`config.mk`:
```
export PLATFORM = sky130hd
export DESIGN_NAME = sddf_serializer
export DESIGN_NICKNAME = d
export VERILOG_FILES = /design/src/design/sddf_pkg.sv /design/src/design/sddf_serializer.sv
export SDC_FILE = /design/constraint.sdc
export NUM_CORES = 1
export LEC_CHECK = 0
export ABC_CLOCK_PERIOD_IN_PS = 4900
export BUFFER_PORTS_ARGS = -buffer_cell sky130_fd_sc_hd__buf_2
export CAP_MARGIN = 20
export CORE_MARGIN = 3
export CORE_UTILIZATION = 35
export CTS_CLUSTER_SIZE = 24
export DETAILED_ROUTE_END_ITERATION = 10
export HOLD_SLACK_MARGIN = 0.1
export PLACE_DENSITY = 0.62
export SYNTH_ARGS = -nofsm -noshare
export SYNTH_HDL_FRONTEND = slang
export SYNTH_SLANG_ARGS = --single-unit
```
`constraint.sdc`:
```
create_clock -name i_clk -period 4.9 [get_ports i_clk]
set_input_delay 1.225 -clock i_clk [delete_from_list [all_inputs] [get_ports i_clk]]
set_output_delay 1.225 -clock i_clk [all_outputs]
set_load 0.02 [all_outputs]
```
`src/design/sddf_pkg.sv`:
```
`timescale 1ns / 1ps
// ----------------------------------------------------------------------------
// sddf_pkg
// shared types and constants for the signed decimal digit formatter
// ----------------------------------------------------------------------------
package sddf_pkg;

    // code-B digit values
    localparam logic [3:0] CODE_MINUS = 4'd10;
    localparam logic [3:0] CODE_BLANK = 4'd15;

    // out-of-range limits on the magnitude
    localparam logic [31:0] POS_LIMIT = 32'd99999999;
    localparam logic [31:0] NEG_LIMIT = 32'd999999;

    // divide by ten as multiply by reciprocal, exact for any 32-bit operand
    localparam logic [31:0] RECIP_TEN = 32'hCCCCCCCD;
    localparam int          RECIP_SHIFT = 35;

    // input word
    typedef struct packed {
        logic signed [31:0] value;
        logic [3:0]         digit_count;
    } t_in_word;

    // output word
    typedef struct packed {
        logic [3:0] digit_position;
        logic [3:0] digit_code;
        logic       out_of_range;
        logic       last;
    } t_out_word;

    // state carried down the digit pipeline
    typedef struct packed {
        logic        valid;
        logic [31:0] mag;
        logic        sign_pending;
        logic        zero;
        logic [3:0]  count;
        logic        oor;
    } t_dstage;

endpackage

```
`src/design/sddf_serializer.sv`:
```
`timescale 1ns / 1ps
// ----------------------------------------------------------------------------
// sddf_serializer
// emits the finished digit codes of one value as one word per cycle
// ----------------------------------------------------------------------------
module sddf_serializer #(
    parameter int NUM_DIGITS = 8
) (
    input  logic                       i_clk,
    input  logic                       i_rst_n,
    input  logic                       i_load,
    input  logic                       i_oor,
    input  logic [NUM_DIGITS-1:0][3:0] i_codes,
    output logic                       o_strobe,
    output sddf_pkg::t_out_word        o_word
);
    import sddf_pkg::*;

    localparam int IW = (NUM_DIGITS > 1) ? $clog2(NUM_DIGITS) : 1;

    logic                       r_active;
    logic [IW-1:0]              r_idx;
    logic                       r_oor;
    logic [NUM_DIGITS-1:0][3:0] r_codes;
    logic                       w_final;

    assign w_final = (r_idx == IW'(NUM_DIGITS - 1));

    // word index and load; a new value may load on the final word
    always_ff @(posedge i_clk) begin
        if (!i_rst_n) begin
            r_active <= 1'b0;
            r_idx    <= '0;
        end else if (i_load) begin
            r_active <= 1'b1;
            r_idx    <= '0;
        end else if (r_active) begin
            if (w_final) begin
                r_active <= 1'b0;
            end else begin
                r_idx <= r_idx + 1'b1;
            end
        end
    end

    // payload holding
    always_ff @(posedge i_clk) begin
        if (i_load) begin
            r_codes <= i_codes;
            r_oor   <= i_oor;
        end
    end

    // output word
    always_comb begin
        o_strobe              = r_active;
        o_word.digit_position = 4'(r_idx) + 4'd1;
        o_word.digit_code     = r_codes[r_idx];
        o_word.out_of_range   = r_oor;
        o_word.last           = w_final;
    end

    // a load never cuts into a value still being emitted
    a_no_overlap: assert property (@(posedge i_clk) disable iff (!i_rst_n)
        i_load |-> (!r_active || w_final))
        else $error("digit load while previous value still emitting");

    // words of one value come in consecutive cycles
    a_contiguous: assert property (@(posedge i_clk) disable iff (!i_rst_n)
        (r_active && !w_final) |=> (r_active && r_idx == $past(r_idx) + 1'b1))
        else $error("digit word sequence broken");

    // a first word always follows a load
    a_first_after_load: assert property (@(posedge i_clk) disable iff (!i_rst_n)
        (i_load) |=> (r_active && r_idx == '0))
        else $error("load did not start a new value");

endmodule

```
==> run metrics <==
ant diodes 0; placed cells 156; commonest non-fill, non-tap cell in the layout buf_2; Worst R2R End r_idx[2]; Longest Clk Path Bufs 2; CP cell instances mux4_1 > mux2_2 > buf_2; num ports 47; power per cell area 348 nW/um2; Hold Path Class reg2reg; starting density of the core 0.380; max-cap violation count 0; share of cells above drive strength 1 0.509; DR vias/cell 4.58; Post-CTS Setup Inserts 0; top-area cell type share of the netlist area 0.682; Root Buffer clkbuf_8; critical path class reg2out; GP Congestion 0.614; Crit path required time 3670 ps; iteration count of the initial detailed-routing pass 3; core area 3830 um2; Clock Latency Late Sink 280 ps; mapped cell area 1450 um2; Synth Area per Inst 22.0 um2; total negative setup slack 0 ps; largest stage delay on the critical path 680 ps; Overflow after GRT 0; WL/cell 13.6 um; endpoints failing setup 0; initial antenna violation count 0; global-route wire length before repair 3.73 mm; biggest area consumer among synthesized cells edfxtp_1; leak pwr 0.709 nW; number of nets in the layout 153; Slew @ Worst Pin 729 ps; Core Rows 22; wirelength, routed 2.23 mm; delay-heaviest family, CP multiplexers; endpoints failing hold 0; total power 0.627 mW; CP startpoint kind register; global routing usage on met1 0.106; Clock Pin Slew Worst Setup and Hold Paths 70 ps; CTS Sinks 37; FF/Latch Area 1070 um2; multi-input logic area 348 um2; Fillers 342; Worst Hold End r_idx[2]; Synth Warn # 0; GR Util met2 0.168; CTS resizes 0; Cells after Synth 66; hold_sp r_idx[2]; Reg2Reg Launch Point r_idx[0]; slowest CP cell dfxtp_1; top post-synthesis cells by area edfxtp_1 (68%), mux4_1 (14%), dfxtp_1 (5.5%); Via Count 751; most frequent cells in the layout buf_2 (46), edfxtp_1 (33), mux4_1 (8), clkbuf_8 (5); I/O Buffers 46; slew margin rel. 0.514; r2r worst-path depth 5; post-synth cell types 16; vias in the first global route 836; Worst EP arrival 2010 ps; Die Y 70.4 um; grt met3 use 0.0446; GRT Overall Usage 0.101; final std cells w/o fill 164; largest net degree at the start of global routing 36; Max Fanout on Critical Path 12; Final period util 0.660; # hold bufs at CTS 0; FF+latch count, synth 37; WHS Path Cells 2; Initial DRC Count 29; Seq/Total Area, Yosys 0.737; syn_nets 104; Layout area overhead 24.2%; CTS buffer count 5; status complete, no violations; TritonCTS clock tree built; RSZ-0062 raised after global routing false; worst path bufs/invs 1; htree depth 2; CP Capture Type output port; GR peak layer met2; worst vdd ir 0.239 mV; Routed Antenna Nets 0; drc violations 0; Clock Skews 0.0438 ps; die width 70.4 um; final count of pins violating max slew 0; fin crit period 3240 ps; Die ar. 4960 um2; R2R setup slack 3180 ps; fmax 0.309 GHz
through the flow:
step	instance area [um2]	hold WS, ps	setup slack [ps]	util
after floorplan	1450	566	2310	-
after global placement	1710	664	1960	0.448
after detailed placement	1710	685	1930	0.448
after CTS	1800	696	1610	0.472
after global routing	1800	748	1550	0.472
final	1800	681	1660	0.472
worst max-delay path by stage:
stage                     cells after the start   endpoint  slack (ps)  startpoint
after floorplan                               3  o_word[2]        2310    r_idx[0]
after global placement                        3  o_word[3]        1960    r_idx[0]
after detailed placement                      3  o_word[3]        1930    r_idx[0]
after CTS                                     3  o_word[3]        1610    r_idx[0]
after global routing                          3  o_word[3]        1550    r_idx[0]
final                                         3  o_word[5]        1660    r_idx[0]
registers in the layout, summed over array words and instances, names as in the netlist:
register	flops
r_oor	1
r_idx	3
o_strobe	1
r_codes	32
tightest hold or removal path, delay by kind of cell (launching register included):
family / cells / cell delay [ps]
simple gates: 1 / 50
mux: 1 / 180
flops: 1 / 400
routing by layer:
metal  wire (um)  up-vias
li1            -      368
met1         810      352
met2        1240       27
met3         154        4
met4          25        0
met5           0        -
layout make-up:
class | count | share of cell area
Clock buffer | 5 | 0.0381
Clock inverter | 3 | 0.0125
Inverter | 1 | 0.00208
Multi-Input combinational cell | 24 | 0.193
Sequential cell | 37 | 0.594
Tap cell | 48 | 0.0333
Timing Repair Buffer | 46 | 0.128
power breakdown:
group / internal (mW) / switching [mW] / leakage (nW)
clock network: 0.0995 / 0.102 / 0.0364
registers: 0.369 / 0.00678 / 0.356
logic: 0.0275 / 0.0226 / 0.317
Yosys cell counts:
| cell type | count |
|---|---|
| dfxtp_1 | 4 |
| nor2b_1 | 1 |
| nand2b_1 | 1 |
| and3_2 | 1 |
| edfxtp_1 | 33 |
| buf_4 | 2 |
| buf_6 | 1 |
| mux2_2 | 4 |
| mux4_1 | 8 |
| nor2_1 | 3 |
| clkbuf_1 | 1 |
| ha_1 | 2 |
| mux2i_1 | 2 |
| o21a_1 | 1 |
| inv_1 | 1 |
| xnor2_1 | 1 |
logic make-up after synthesis:
family | Yosys count | synth area share
AO/OA/AOI/OAI | 1 | 0.00517
XOR/XNOR | 1 | 0.00603
adder cells (fa/ha/maj) | 2 | 0.0172
buffers and inverters | 5 | 0.0232
flip-flops | 37 | 0.737
multiplexers | 14 | 0.189
AND/OR/NAND/NOR | 6 | 0.0215
(Power assumes the default switching activity.)
