$ cat config.mk
export PLATFORM = sky130hd
export DESIGN_NAME = sddf_prep
export DESIGN_NICKNAME = d
export VERILOG_FILES = /design/src/design/sddf_pkg.sv /design/src/design/sddf_prep.sv
export SDC_FILE = /design/constraint.sdc
export NUM_CORES = 1
export LEC_CHECK = 0
export BUFFER_PORTS_ARGS = -buffer_cell sky130_fd_sc_hd__buf_2
export CORE_MARGIN = 8
export CORE_UTILIZATION = 51
export DETAILED_ROUTE_END_ITERATION = 7
export GPL_TIMING_DRIVEN = 0
export PLACE_DENSITY = 0.85
export SETUP_SLACK_MARGIN = 0.1
export SYNTH_ARGS = -nofsm -noshare
export SYNTH_HDL_FRONTEND = slang
export SYNTH_SLANG_ARGS = --single-unit
$ cat constraint.sdc
create_clock -name i_clk -period 3.3 [get_ports i_clk]
set_clock_uncertainty 0.15 [all_clocks]
set_input_delay 0.165 -clock i_clk [delete_from_list [all_inputs] [get_ports i_clk]]
set_output_delay 0.165 -clock i_clk [all_outputs]
set_load 0.01 [all_outputs]
$ cat src/design/sddf_pkg.sv
`timescale 1ns / 1ps
// ----------------------------------------------------------------------------
// sddf_pkg
// shared types and constants for the signed decimal digit formatter
// ----------------------------------------------------------------------------
package sddf_pkg;

    // code-B digit values
    localparam logic [3:0] CODE_MINUS = 4'd10;
    localparam logic [3:0] CODE_BLANK = 4'd15;

    // out-of-range limits on the magnitude
    localparam logic [31:0] POS_LIMIT = 32'd99999999;
    localparam logic [31:0] NEG_LIMIT = 32'd999999;

    // divide by ten as multiply by reciprocal, exact for any 32-bit operand
    localparam logic [31:0] RECIP_TEN = 32'hCCCCCCCD;
    localparam int          RECIP_SHIFT = 35;

    // input word
    typedef struct packed {
        logic signed [31:0] value;
        logic [3:0]         digit_count;
    } t_in_word;

    // output word
    typedef struct packed {
        logic [3:0] digit_position;
        logic [3:0] digit_code;
        logic       out_of_range;
        logic       last;
    } t_out_word;

    // state carried down the digit pipeline
    typedef struct packed {
        logic        valid;
        logic [31:0] mag;
        logic        sign_pending;
        logic        zero;
        logic [3:0]  count;
        logic        oor;
    } t_dstage;

endpackage

$ cat src/design/sddf_prep.sv
`timescale 1ns / 1ps
// ----------------------------------------------------------------------------
// sddf_prep
// entry stage: magnitude, range flag and saturated digit count
// ----------------------------------------------------------------------------
module sddf_prep #(
    parameter int NUM_DIGITS = 8
) (
    input  logic              i_clk,
    input  logic              i_rst_n,
    input  logic              i_accept,
    input  sddf_pkg::t_in_word i_word,
    output sddf_pkg::t_dstage  o_st
);
    import sddf_pkg::*;

    logic    w_neg;
    t_dstage n_st;
    t_dstage r_st;

    // sign, magnitude and limits
    always_comb begin
        w_neg          = i_word.value[31];
        n_st.valid     = i_accept;
        n_st.mag       = w_neg ? (32'd0 - 32'(i_word.value)) : 32'(i_word.value);
        n_st.zero      = (i_word.value == 32'sd0);
        n_st.sign_pending = w_neg;
        n_st.oor       = w_neg ? (n_st.mag > NEG_LIMIT) : (n_st.mag > POS_LIMIT);
        n_st.count     = (i_word.digit_count > 4'(NUM_DIGITS)) ? 4'(NUM_DIGITS)
                                                               : i_word.digit_count;
    end

    // stage register, valid cleared on reset
    always_ff @(posedge i_clk) begin
        if (!i_rst_n) begin
            r_st <= '0;
        end else begin
            r_st <= n_st;
        end
    end

    assign o_st = r_st;

endmodule

==> summary by stage <==
Run status
The flow ran to the end, and the final reports show no timing, DRC or antenna violations.

Worst hold path
The number of stages on the worst hold path is 3. The end point of the most critical hold path is o_st[31]. The min-delay analysis places its worst path in the category primary input to register. The startpoint identified for the worst hold timing path is i_rst_n.

Synthesis
The top cell type by area accounts for about 32% of the synthesized area. Synthesis handed over a netlist of 300 instances. The synthesized design spends more area on one cell type than any other, namely dfxtp_1. The synthesis-stage register bit count is 40. The mean instance size in the synthesized netlist is 8.27 µm². The total of warnings raised by yosys is 0.

In the synthesized netlist the dominant register cell turns out to be dfxtp_1. For this run, the register share of the synthesized area comes to 32.3%. The fraction of registers with async set or reset after synthesis is 0%. The count of flip-flops with a built-in enable after synthesis is 0. In this run the cell area of the synthesized design comes to 2480 µm². By count the netlist is led by dfxtp_1, and2_1, clkbuf_1, nand2_1. Synthesis produced a netlist with a net count of 340. The number of different library cells in the post-synthesis netlist is 59.

Sorting the synthesized cells by area gives the leading types as dfxtp_1, xnor2_1, and2_1, nor2b_1, xor2_1. Yosys instantiated no cell more often than dfxtp_1.

Placed design
Counting tap cells, the placed design contains a total of 433 instances. The final weighted congestion of routability-driven global placement is approximately 0.94. OpenSTA, run right after detailed placement, puts the worst setup slack at -0.117 ns. The HPWL after detailed placement is 5550 µm. The number of buffer cells added on primary ports is 66.

Setup path
The top fanout value on the critical path is 9. The data required time at the worst endpoint is 3.34 ns. Counting both buffers and inverters, the worst setup path holds a total of 1. The worst setup path is captured at a register. The gate family responsible for the most delay along the worst path is simple AND/OR/NAND/NOR gates.

For this run, the slowest stage of the critical path takes about 0.8 ns. The critical path class is primary input to register. The endpoint arrival time on the critical path is 2.89 ns.

The startpoint kind of the worst setup timing path is a primary input. The master of the slowest instance on the critical path is nor4_2. Tracing the worst setup path back leads to its startpoint at i_word[9]. Traced cell by cell, the critical path runs through clkbuf_1 > nor4_2 > nand4_1 > o41ai_1 > xor2_1 > o2111ai_1 > a2111oi_2 > o21ai_1.

Run
Max-cap violations in this run came to 0.

Timing
Setup slack on the critical path of the routed design comes to 0.446 ns. Measured against its own limit, the worst slew margin works out to about a third. Hold is met by 0.00817 ns. In the finished design, the share of the clock period the worst path needs comes to 86.5%. Setup repair after global routing left no endpoint under its margin. The maximum achievable frequency is 350 MHz. The number of pins with negative max-slew slack in the final report came to 0.

The final count of hold timing violations was 0. For the pin with the worst max-slew slack, the measured transition is 0.967 ns. Setup violations remaining at the end of the flow were counted as 0. For the final routed database, the setup TNS stands at 0 ns. For the finished layout, the period the worst path requires is 2.85 ns.

Drt
The routed layout has 2,590 vias. After the first detailed-routing iteration, the DRC count stood at 233. The number of remaining DRC errors is 0. In the routed layout, each cell is associated on average with a via count of 5.79. The count of TritonRoute iterations in the first routing pass is 5. After detailed routing, the average wire length per cell comes to ~17 µm.

The residual antenna-violating net count after detailed routing is 0. After detailed routing, the total wire length is 7470 µm.

Clock tree
The clock tree synthesis step divided the H-tree into 2 levels. Clock-pin slew was measured on the worst setup and hold paths at about 0.08 ns. TritonCTS built the clock tree. The tree built by TritonCTS fans out to 40 sinks.

The buffer depth of the longest clock path is 2. In this run, CTS created clock tree buffers numbering 5. The clock root buffer is clkbuf_8.

GRT
The total overflow left after global routing is 0. Entering global routing, the biggest net connects 14 pins. In the global route stage, met1 resource usage came out at 24.4%. Global routing consumed, over all layers together, 20.2% of the routing resources. The first-pass GRT wire length is ~12,000 µm. In the global route stage, met3 resource usage came out at 5.16%.

The most used routing layer in global routing is met2. The initial antenna violation count is 0. In the global route stage, met2 resource usage came out at 33.7%.

The via count of the first global-routing pass is 2,449.

Layout
The number of diodes is 0. The filler cells instantiated in the layout total 417. At the end of the flow the core is filled with cells to between 60% and 70%. At the end of the flow, the number of nets in the layout was about 420. The area added between synthesis and finish is 22.8%.

The number of cells in the finished layout apart from fillers is 447. The number of flip-flops in the largest register is 40. The fraction of final layout cells with drive strength greater than 1 is between 20% and 30%.

Power
The leakage power is 1.24 nW. In this run the power density over the cells is 361 nW/µm². The worst voltage drop across the vdd grid is 0.000175 V.

Floorplanning
The die is 85.8 µm tall. The initial core utilization is 52.5%. The width of the die is ~86 µm. During I/O placement, the number of pins put on the boundary was 79. The placeable core area is 4720 µm². Row generation in the floorplan step produced 25 rows. The floorplan step defined a die boundary enclosing 7350 µm².
==> worst min-delay path, stage by stage <==
cell,delay [ns]
buf_2,0.11
nand2b_1,0.06
mux2i_1,0.07
==> through the flow <==
step	cell area, µm²	total power [mW]
2_1_floorplan	2480	0.686
3_3_place_gp	2900	0.774
3_5_place_dp	2900	0.779
4_1_cts	3040	1.11
5_1_grt	3050	1.16
6_report	3050	1.10
==> report_power, final <==
part	switching [mW]	internal, mW	leakage (nW)	total, mW
logic	0.145	0.108	0.858	0.253
clock network	0.176	0.147	0.0479	0.323
registers	0.00668	0.516	0.333	0.523
total	0.328	0.771	1.24	1.10
==> logic make-up (layout without fill, tap and decap cells) <==
logic type,count (synthesis),count (layout),share of synthesized area (%)
AOI/OAI and AO/OA,62,62,17.9
xor gates and xnor gates,27,27,9.53
adders and majority gates,1,1,0.504
buffers and inverters,32,112,5.85
DFF,40,40,32.3
muxes,4,4,1.61
and+or+nand+nor,134,134,32.3
==> area by class of cell <==
cell class                      count  area [µm²]  share of cell area [%]
Buffer                             26         123                    4.02
Clock buffer                        5        68.8                    2.26
Clock inverter                      3        18.8                   0.616
Inverter                            6        22.5                   0.739
Multi-Input combinational cell    228        1540                    50.5
Sequential cell                    40         801                    26.3
Tap cell                           67        83.8                    2.75
Timing Repair Buffer               72         390                    12.8
==> cells in the final DEF, fill, tap and decap left out, types with 3 or more instances in the layout <==
cell and instances:
buf_2 68, o21ai_0 10, o31ai_1 9, or3_1 11, or4_1 6, dfxtp_1 40, buf_6 3, nand3_1 4
nand2_1 18, and3_1 4, nor3_1 5, clkbuf_8 5, nand4_1 7, xor2_1 11, and2_1 21, o21ai_1 5
o41ai_1 6, nor2b_1 16, xnor2_1 16, clkbuf_1 19, nor4_1 8, dlygate4sd3_1 6, a21oi_1 7, inv_1 6
or4_4 3, mux2i_1 4, nor2_1 15, a31oi_1 4
==> worst max path at each step <==
stage               to  slack, ns  cells after the start
2_1_floorplan  o_st[0]       0.45                      9
3_3_place_gp   o_st[0]      -0.14                     10
3_5_place_dp   o_st[0]      -0.12                     10
4_1_cts        o_st[0]       0.20                     10
5_1_grt        o_st[0]       0.21                      8
6_report       o_st[0]       0.45                      8
==> metal layers <==
metal | up-vias | wire (µm)
li1 | 1244 | -
met1 | 1169 | 3090
met2 | 160 | 3520
met3 | 17 | 743
met4 | 0 | 123
met5 | - | 0
==> timing repair <==
action	4_1_cts	5_1_grt
buffers inserted	0	0
endpoints found under the setup margin	0	1
resized for setup	0	1
hold endpoints to repair	6	0
hold buffers	6	0
No activity file was read; power rests on OpenSTA's default activity.
